## config.mk

```make
export PLATFORM = sky130hd
export DESIGN_NAME = session_slot_table_with_focus_stack_core_flat
export DESIGN_NICKNAME = d
export VERILOG_FILES = /design/src/sv/sstfs_pkg.sv /design/src/sv/sstfs_chan_if.sv /design/src/sv/sstfs_ctrl.sv /design/src/sv/sstfs_datapath.sv /design/src/sv/session_slot_table_with_focus_stack_core.sv /design/src/flat_wrapper.sv
export SDC_FILE = /design/constraint.sdc
export NUM_CORES = 1
export LEC_CHECK = 0
export ABC_AREA = 0
export ABC_CLOCK_PERIOD_IN_PS = 800
export BUFFER_PORTS_ARGS = -buffer_cell sky130_fd_sc_hd__clkbuf_2
export CORE_AREA = 2 2 39 41
export DETAILED_ROUTE_END_ITERATION = 6
export DIE_AREA = 0 0 41 43
export GPL_ROUTABILITY_DRIVEN = 0
export PLACE_DENSITY = 0.3
export SYNTH_ARGS = -nofsm -noshare
export SYNTH_HDL_FRONTEND = slang
export SYNTH_SLANG_ARGS = --single-unit
```

## constraint.sdc

```tcl
create_clock -name clk -period 0.8 [get_ports clk]
set_input_delay 0.04 -clock clk [delete_from_list [all_inputs] [get_ports clk]]
set_output_delay 0.04 -clock clk [all_outputs]
set_load 0.005 [all_outputs]
```

## src/sv/sstfs_pkg.sv

```systemverilog
// shared types and codes of the session slot table with focus stack
package sstfs_pkg;

	// request command codes
	typedef enum logic [2:0] {
		CMD_CREATE    = 3'd0,
		CMD_ENABLE    = 3'd1,
		CMD_DESTROY   = 3'd2,
		CMD_LOOKUP    = 3'd3,
		CMD_QUERY_TOP = 3'd4
	} cmd_e_t;

	// response status codes
	typedef enum logic [1:0] {
		ST_OK        = 2'd0,
		ST_FULL      = 2'd1,
		ST_NOT_FOUND = 2'd2
	} status_e_t;

	// sequencer states
	typedef enum logic [1:0] {
		FSM_IDLE,
		FSM_SEARCH,
		FSM_APPLY
	} fsm_state_t;

	// request payload
	typedef struct packed {
		logic [2:0]  cmd;
		logic [15:0] owner_id;
		logic [2:0]  slot;
	} req_t;

	// response payload
	typedef struct packed {
		logic [1:0] status;
		logic [2:0] slot_out;
		logic       on_top;
	} rsp_t;

	// commands from controller to datapath
	typedef struct packed {
		logic capture;
		logic search;
		logic apply;
	} ctrl_t;

	// status from datapath to controller
	typedef struct packed {
		logic out_free;
	} dp_status_t;

endpackage

```

## src/sv/sstfs_chan_if.sv

```systemverilog
// valid/ready channel carrying one payload type
interface sstfs_chan_if #(
	parameter type T = logic
) ();
	logic valid;
	logic ready;
	T     data;

	modport source (output valid, output data, input ready);
	modport sink   (input valid, input data, output ready);
endinterface

```

## src/sv/sstfs_ctrl.sv

```systemverilog
// sequencer: capture, search and apply steps for each request
module sstfs_ctrl (
	input  logic                    clk,
	input  logic                    arst_n,
	input  logic                    req_valid,
	output logic                    req_ready,
	input  sstfs_pkg::dp_status_t   stat,
	output sstfs_pkg::ctrl_t        ctrl
);
	import sstfs_pkg::*;

	fsm_state_t state_q;
	fsm_state_t state_d;

	// state register
	always_ff @(posedge clk or negedge arst_n) begin
		if (!arst_n) begin
			state_q <= FSM_IDLE;
		end else begin
			state_q <= state_d;
		end
	end

	// next state and commands
	always_comb begin
		state_d   = state_q;
		req_ready = 1'b0;
		ctrl      = '0;
		case (state_q)
			FSM_IDLE: begin
				req_ready = 1'b1;
				if (req_valid) begin
					ctrl.capture = 1'b1;
					state_d      = FSM_SEARCH;
				end
			end
			FSM_SEARCH: begin
				ctrl.search = 1'b1;
				state_d     = FSM_APPLY;
			end
			FSM_APPLY: begin
				// finish once the output register can take the response
				if (stat.out_free) begin
					ctrl.apply = 1'b1;
					req_ready  = 1'b1;
					if (req_valid) begin
						ctrl.capture = 1'b1;
						state_d      = FSM_SEARCH;
					end else begin
						state_d = FSM_IDLE;
					end
				end
			end
			default: begin
				state_d = FSM_IDLE;
			end
		endcase
	end

endmodule

```

## src/sv/sstfs_datapath.sv

```systemverilog
// slot table, focus stack, search registers and response register
module sstfs_datapath #(
	parameter int SLOTS      = 8,
	parameter int OWNER_BITS = 16
) (
	input  logic                    clk,
	input  logic                    arst_n,
	input  sstfs_pkg::ctrl_t        ctrl,
	output sstfs_pkg::dp_status_t   stat,
	input  sstfs_pkg::req_t         req_data,
	output logic                    rsp_valid,
	input  logic                    rsp_ready,
	output sstfs_pkg::rsp_t         rsp_data
);
	import sstfs_pkg::*;

	localparam int SW = $clog2(SLOTS);

	// captured request
	logic [2:0]            cmd_q;
	logic [OWNER_BITS-1:0] owner_q;
	logic [2:0]            slot_q;
	logic [OWNER_BITS+15:0] owner_wide;

	// table and stack
	logic [OWNER_BITS-1:0] slot_owner_q [SLOTS];
	logic [SLOTS-1:0]      slot_used_q;
	logic [SW-1:0]         stack_entry_q [SLOTS];
	logic [SLOTS-1:0]      stack_valid_q;

	logic [OWNER_BITS-1:0] slot_owner_d [SLOTS];
	logic [SLOTS-1:0]      slot_used_d;
	logic [SW-1:0]         stack_entry_d [SLOTS];
	logic [SLOTS-1:0]      stack_valid_d;

	// search results
	logic          slot_ok;
	logic [SW+2:0] slot_wide;
	logic [SW-1:0] slot_idx;
	logic          free_hit;
	logic [SW-1:0] free_idx;
	logic          look_hit;
	logic [SW-1:0] look_idx;
	logic          pos_hit;
	logic [SW-1:0] pos_idx;
	logic [SW-1:0] ins_idx;

	logic          slot_ok_s1;
	logic [SW-1:0] slot_idx_s1;
	logic          free_hit_s1;
	logic [SW-1:0] free_idx_s1;
	logic          look_hit_s1;
	logic [SW-1:0] look_idx_s1;
	logic          pos_hit_s1;
	logic [SW-1:0] move_pos_s1;
	logic          full_s1;

	// response
	logic [SW+2:0] free_wide;
	logic [SW+2:0] look_wide;
	rsp_t          res;
	rsp_t          rsp_data_q;
	logic          rsp_valid_q;

	// owner id kept in its low bits
	assign owner_wide = {{OWNER_BITS{1'b0}}, req_data.owner_id};

	// request capture
	always_ff @(posedge clk) begin
		if (ctrl.capture) begin
			cmd_q   <= req_data.cmd;
			owner_q <= owner_wide[OWNER_BITS-1:0];
			slot_q  <= req_data.slot;
		end
	end

	// slot number range check and table index
	assign slot_ok   = int'(slot_q) < SLOTS;
	assign slot_wide = {{SW{1'b0}}, slot_q};
	assign slot_idx  = slot_wide[SW-1:0];

	// parallel compares with lowest-index priority
	always_comb begin
		free_hit = 1'b0;
		free_idx = '0;
		look_hit = 1'b0;
		look_idx = '0;
		pos_hit  = 1'b0;
		pos_idx  = '0;
		ins_idx  = '0;
		for (int i = SLOTS - 1; i >= 0; i--) begin
			if (!slot_used_q[i]) begin
				free_hit = 1'b1;
				free_idx = SW'(i);
			end
			if (slot_used_q[i] && slot_owner_q[i] == owner_q) begin
				look_hit = 1'b1;
				look_idx = SW'(i);
			end
			if (stack_valid_q[i] && stack_entry_q[i] == slot_idx) begin
				pos_hit = 1'b1;
				pos_idx = SW'(i);
			end
			if (!stack_valid_q[i]) begin
				ins_idx = SW'(i);
			end
		end
	end

	// search result registers
	always_ff @(posedge clk) begin
		if (ctrl.search) begin
			slot_ok_s1  <= slot_ok;
			slot_idx_s1 <= slot_idx;
			free_hit_s1 <= free_hit;
			free_idx_s1 <= free_idx;
			look_hit_s1 <= look_hit;
			look_idx_s1 <= look_idx;
			pos_hit_s1  <= pos_hit;
			move_pos_s1 <= pos_hit ? pos_idx : ins_idx;
			full_s1     <= stack_valid_q[SLOTS-1];
		end
	end

	// slot numbers onto the 3-bit response field
	assign free_wide = {3'b000, free_idx_s1};
	assign look_wide = {3'b000, look_idx_s1};

	// update of table and stack, and the response
	always_comb begin
		slot_owner_d  = slot_owner_q;
		slot_used_d   = slot_used_q;
		stack_entry_d = stack_entry_q;
		stack_valid_d = stack_valid_q;
		res           = '0;
		res.status    = ST_OK;
		case (cmd_q)
			CMD_CREATE: begin
				if (free_hit_s1) begin
					res.slot_out = free_wide[2:0];
					for (int i = 0; i < SLOTS; i++) begin
						if (free_idx_s1 == SW'(i)) begin
							slot_used_d[i]  = 1'b1;
							slot_owner_d[i] = owner_q;
						end
					end
				end else begin
					res.status = ST_FULL;
				end
			end
			CMD_ENABLE: begin
				if (slot_ok_s1) begin
					if (!pos_hit_s1 && full_s1) begin
						res.status = ST_FULL;
					end else begin
						// entries ahead of the move position slide down one place
						for (int i = 1; i < SLOTS; i++) begin
							if (i <= int'(move_pos_s1)) begin
								stack_entry_d[i] = stack_entry_q[i-1];
								stack_valid_d[i] = stack_valid_q[i-1];
							end
						end
						stack_entry_d[0] = slot_idx_s1;
						stack_valid_d[0] = 1'b1;
					end
				end
			end
			CMD_DESTROY: begin
				if (slot_ok_s1) begin
					// later entries move up to close the gap
					if (pos_hit_s1) begin
						for (int i = 0; i < SLOTS - 1; i++) begin
							if (i >= int'(move_pos_s1)) begin
								stack_entry_d[i] = stack_entry_q[i+1];
								stack_valid_d[i] = stack_valid_q[i+1];
							end
						end
						stack_entry_d[SLOTS-1] = '0;
						stack_valid_d[SLOTS-1] = 1'b0;
					end
					for (int i = 0; i < SLOTS; i++) begin
						if (slot_idx_s1 == SW'(i)) begin
							slot_used_d[i]  = 1'b0;
							slot_owner_d[i] = '0;
						end
					end
				end
			end
			CMD_LOOKUP: begin
				if (look_hit_s1) begin
					res.slot_out = look_wide[2:0];
				end else begin
					res.status = ST_NOT_FOUND;
				end
			end
			CMD_QUERY_TOP: begin
				res.on_top = slot_ok_s1 && stack_valid_q[0] &&
					stack_entry_q[0] == slot_idx_s1;
			end
			default: begin
				res = '0;
			end
		endcase
	end

	// table and stack registers
	always_ff @(posedge clk or negedge arst_n) begin
		if (!arst_n) begin
			slot_used_q   <= '0;
			stack_valid_q <= '0;
			for (int i = 0; i < SLOTS; i++) begin
				slot_owner_q[i]  <= '0;
				stack_entry_q[i] <= '0;
			end
		end else if (ctrl.apply) begin
			slot_used_q   <= slot_used_d;
			stack_valid_q <= stack_valid_d;
			slot_owner_q  <= slot_owner_d;
			stack_entry_q <= stack_entry_d;
		end
	end

	// response register
	always_ff @(posedge clk or negedge arst_n) begin
		if (!arst_n) begin
			rsp_valid_q <= 1'b0;
		end else if (ctrl.apply) begin
			rsp_valid_q <= 1'b1;
		end else if (rsp_ready) begin
			rsp_valid_q <= 1'b0;
		end
	end

	always_ff @(posedge clk) begin
		if (ctrl.apply) begin
			rsp_data_q <= res;
		end
	end

	assign rsp_valid     = rsp_valid_q;
	assign rsp_data      = rsp_data_q;
	assign stat.out_free = !rsp_valid_q || rsp_ready;

endmodule

```

## src/sv/session_slot_table_with_focus_stack_core.sv

```systemverilog
// Session slot table with a most-recent-first focus stack. Each request on req
// (create, enable, destroy, lookup, query top) gives exactly one response on rsp.
// A request passes a search step, which registers the parallel table and stack
// compares, and then an apply step, which applies the update and loads the
// response register; the next request may already be accepted with the apply
// step. A response left waiting in the output register holds the apply step
// until it is taken.
// Reset clears the table and the stack at once, with no sweep.
module session_slot_table_with_focus_stack_core #(
	parameter int SLOTS      = 8,
	parameter int OWNER_BITS = 16
) (
	input logic          clk,
	input logic          arst_n,
	sstfs_chan_if.sink   req,
	sstfs_chan_if.source rsp
);
	import sstfs_pkg::*;

	ctrl_t      ctrl;
	dp_status_t stat;

	// sequencer
	sstfs_ctrl u_ctrl (
		.clk       (clk),
		.arst_n    (arst_n),
		.req_valid (req.valid),
		.req_ready (req.ready),
		.stat      (stat),
		.ctrl      (ctrl)
	);

	// table, stack and response
	sstfs_datapath #(
		.SLOTS      (SLOTS),
		.OWNER_BITS (OWNER_BITS)
	) u_datapath (
		.clk       (clk),
		.arst_n    (arst_n),
		.ctrl      (ctrl),
		.stat      (stat),
		.req_data  (req.data),
		.rsp_valid (rsp.valid),
		.rsp_ready (rsp.ready),
		.rsp_data  (rsp.data)
	);

endmodule

```

## src/flat_wrapper.sv

```systemverilog
// flat-port wrapper written by rule: the top's interface ports become plain ports
module session_slot_table_with_focus_stack_core_flat import sstfs_pkg::*;
#(
	parameter int SLOTS      = 8,
	parameter int OWNER_BITS = 16
)
  (clk, arst_n, req_valid, req_data, req_ready, rsp_valid, rsp_data, rsp_ready);
  sstfs_chan_if req_i ();
  sstfs_chan_if rsp_i ();
  input logic clk;
  input logic arst_n;
  input wire logic [$bits(req_i.valid)-1:0] req_valid;
  input wire logic [$bits(req_i.data)-1:0] req_data;
  output wire logic [$bits(req_i.ready)-1:0] req_ready;
  output wire logic [$bits(rsp_i.valid)-1:0] rsp_valid;
  output wire logic [$bits(rsp_i.data)-1:0] rsp_data;
  input wire logic [$bits(rsp_i.ready)-1:0] rsp_ready;
  assign req_i.valid = req_valid;
  assign req_i.data = req_data;
  assign req_ready = req_i.ready;
  assign rsp_valid = rsp_i.valid;
  assign rsp_data = rsp_i.data;
  assign rsp_i.ready = rsp_ready;
  session_slot_table_with_focus_stack_core #(.SLOTS(SLOTS), .OWNER_BITS(OWNER_BITS)) u_core (.clk(clk), .arst_n(arst_n), .req(req_i), .rsp(rsp_i));
endmodule
```

==> reports/metrics.cfg <==
[detailed_routing]
ant_nets = 0
firstDrtPassIters = 3
vias_per_cell = 3.02
vias = 127
drt_iter0_drc = 1
drc = 0
routed_wl_um = 312
wl_per_cell_um = 7.43

[worst_setup_path]
slowest_delay_ns = 0.37
ff2ff_path_depth = 2
reg2reg_to = u_core.u_ctrl.state_q[0]$_DFFE_PN0P_
arrival_ns = 0.88
critPathTopFamily = flip-flops
r2r_setup_slack_ns = -0.08
cp_num_cells = 2
cp_slowest_cell = dfrtp_1
startpoint = u_core.u_datapath.rsp_valid$_DFFE_PN0P_
startpoint_type = flip-flop
cp-end-kind = output pin
worstSetupPathType = reg2out
crit_required_ns = 0.76
path_max_fanout = 2
crit_end = req_ready
crit_buf_inv = 1
path_cells = a31oi_1 > buf_2
timing.rr.start = u_core.u_ctrl.state_q[1]$_DFFE_PN0P_

[timing]
setup_ws_ns = -0.119
setup_tns_ns = -0.322
slew_viol_final = 0
hold_violations = 0
rsz0062_at_grt = true
clock_skew_ns = 0.00193
clock.fmax_ghz = 1.09
period_needed_ns = 0.919
final-setup-viol-count = 4
finalCritPeriodShare_pct = 115

[clock_tree]
cts_buffers = 3
numClockSinks = 3
cts_root_buf = clkbuf_4
cts_max_path_buffers = 2
cts_tree = yes
ctsHtreeMaxLevel = 1
clk_pin_slew_ns = 0.04
clk_latency_ns = 0.23

[finish]
nNetsFinal = 32
drive_above_1_share_pct = 61.5
n_antenna_cell = 0
area_growth_pct = 79.8
fillers = 150

[yosys]
yosysUniqueCellTypes = 10
ys.flop_type = dfrtp_1
syn-mean-instance-area_um2 = 10.6
yosysTopAreaCellShare_pct = 50.4
syn_area_um2 = 149
synth_edf_count = 0
syn_inst = 14
ys_async_sr_fraction_pct = 100
ys_ff_latch = 3
ys_top_cells_by_count = dfrtp_1, inv_1, nand2b_1
ys_warn_count = 0
yosys-top-cells-area = dfrtp_1, a311oi_2, nand2b_1, nand2b_2, o21ai_2
yosysTopAreaCell = dfrtp_1
synth_most_common_cell = dfrtp_1
ys_seq_area_share_pct = 50.4
syn_nets = 19

[place]
place_ws_ns = 0.000421
dp_hpwl_um = 217
io_buffers = 5

[global_routing]
antenna_found_initial = 0
grt_use_met2_pct = 4.69
grt_util_met1_pct = 7.47
grt_max_degree = 4
use_met3_pct = 4.71
grt_pass1_wl_um = 552
grtUsageTotal_pct = 5.34
grt-busiest-layer = met1
grt_pass1_vias = 133
grt_overflow = 0

[floorplan]
coreArea_mm2 = 0.00138
die_h_um = 43
initial_core_util_pct = 10.8
die_x_um = 41
num_io_pins = 8
rows = 14
fp.dieArea_mm2 = 0.00176

[run_status]
status = finished, violations left
violations = setup timing

[pwr]
p_leak_nw = 0.135
peakVddDrop_mv = 0.701
p_per_area_mw_per_mm2 = 2240

[run]
maxCapViolCount = 0

[worst_hold_path]
hold_path_class = in2reg

==> cells in the final DEF, fill, tap and decap left out <==
master         count
clkbuf_2           4
clkbuf_4           3
dfrtp_1            3
inv_1              2
nand2b_4           2
buf_6              2
a31oi_1            1
a311oi_2           1
nand2b_1           1
o21ai_2            1
nand2_2            1
conb_1             1
clkbuf_1           1
dlygate4sd3_1      1
buf_2              1
buf_4              1
==> power breakdown <==
part / switching, mW / leakage, nW / internal [mW]
registers: 0.0142 / 0.0380 / 0.174
logic: 0.0639 / 0.0825 / 0.0849
clock network: 0.0768 / 0.0150 / 0.187
total: 0.155 / 0.135 / 0.446
==> worst min-delay path by stage <==
stage               from                                   end  slack, ns  depth (start not counted)
2_1_floorplan     arst_n  u_core.u_ctrl.state_q[0]$_DFFE_PN0P_      -0.26                          0
3_3_place_gp      arst_n  u_core.u_ctrl.state_q[0]$_DFFE_PN0P_      -0.16                          1
3_5_place_dp      arst_n  u_core.u_ctrl.state_q[0]$_DFFE_PN0P_      -0.16                          1
4_1_cts        req_valid  u_core.u_ctrl.state_q[0]$_DFFE_PN0P_       0.01                          3
5_1_grt        req_valid  u_core.u_ctrl.state_q[0]$_DFFE_PN0P_       0.02                          3
6_report       req_valid  u_core.u_ctrl.state_q[0]$_DFFE_PN0P_       0.02                          3
==> through the flow <==
step	hold slack [ns]	cells	utilization [%]	cell area [µm²]	total power, mW
2_1_floorplan	-0.256	14	-	149	0.242
3_3_place_gp	-0.164	34	13.5	186	0.270
3_5_place_dp	-0.158	34	13.5	186	0.274
4_1_cts	0.0142	42	18.6	258	0.605
5_1_grt	0.0175	42	19.3	268	0.652
6_report	0.0197	42	19.3	268	0.601
==> final cells by class <==
cell class / instances / area, µm² / area share, %
tap: 16 / 20.0 / 7.48
multi-input combinational: 8 / 73.8 / 27.6
clock buffer: 4 / 26.3 / 9.81
sequential: 3 / 75.1 / 28.0
timing repair buffer: 9 / 65.1 / 24.3
inverter: 2 / 7.51 / 2.80
==> routing by layer <==
layer / vias up / routed length, µm
li1: 67 / -
met5: - / 0
met1: 52 / 166
met2: 8 / 108
met3: 0 / 37
met4: 0 / 0
==> worst min-delay path, stage by stage <==
cell and delay [ns]:
clkbuf_2 0.08, inv_1 0.05, a311oi_2 0.04
==> logic make-up after synthesis <==
logic type      share of synthesized area, %
simple gates                            16.8
compound gates                          20.2
flops                                   50.4
buf+inv                                 10.1
other cells                             2.52
==> repair_timing <==
| item | 4_1_cts | 5_1_grt |
|---|---|---|
| pin swaps | 2 | 1 |
| hold endpoints to repair | 3 | 0 |
| resized for setup | 3 | 3 |
| hold buffers | 1 | 0 |
| setup buffers | 3 | 0 |
| setup endpoints to repair | 3 | 5 |
| gates cloned | 0 | 0 |
==> registers in the layout, summed over array words and instances (netlist names) <==
register and flops:
u_core.u_datapath.rsp_valid 1, u_core.u_ctrl.state_q 2
(Power assumes the default switching activity.)
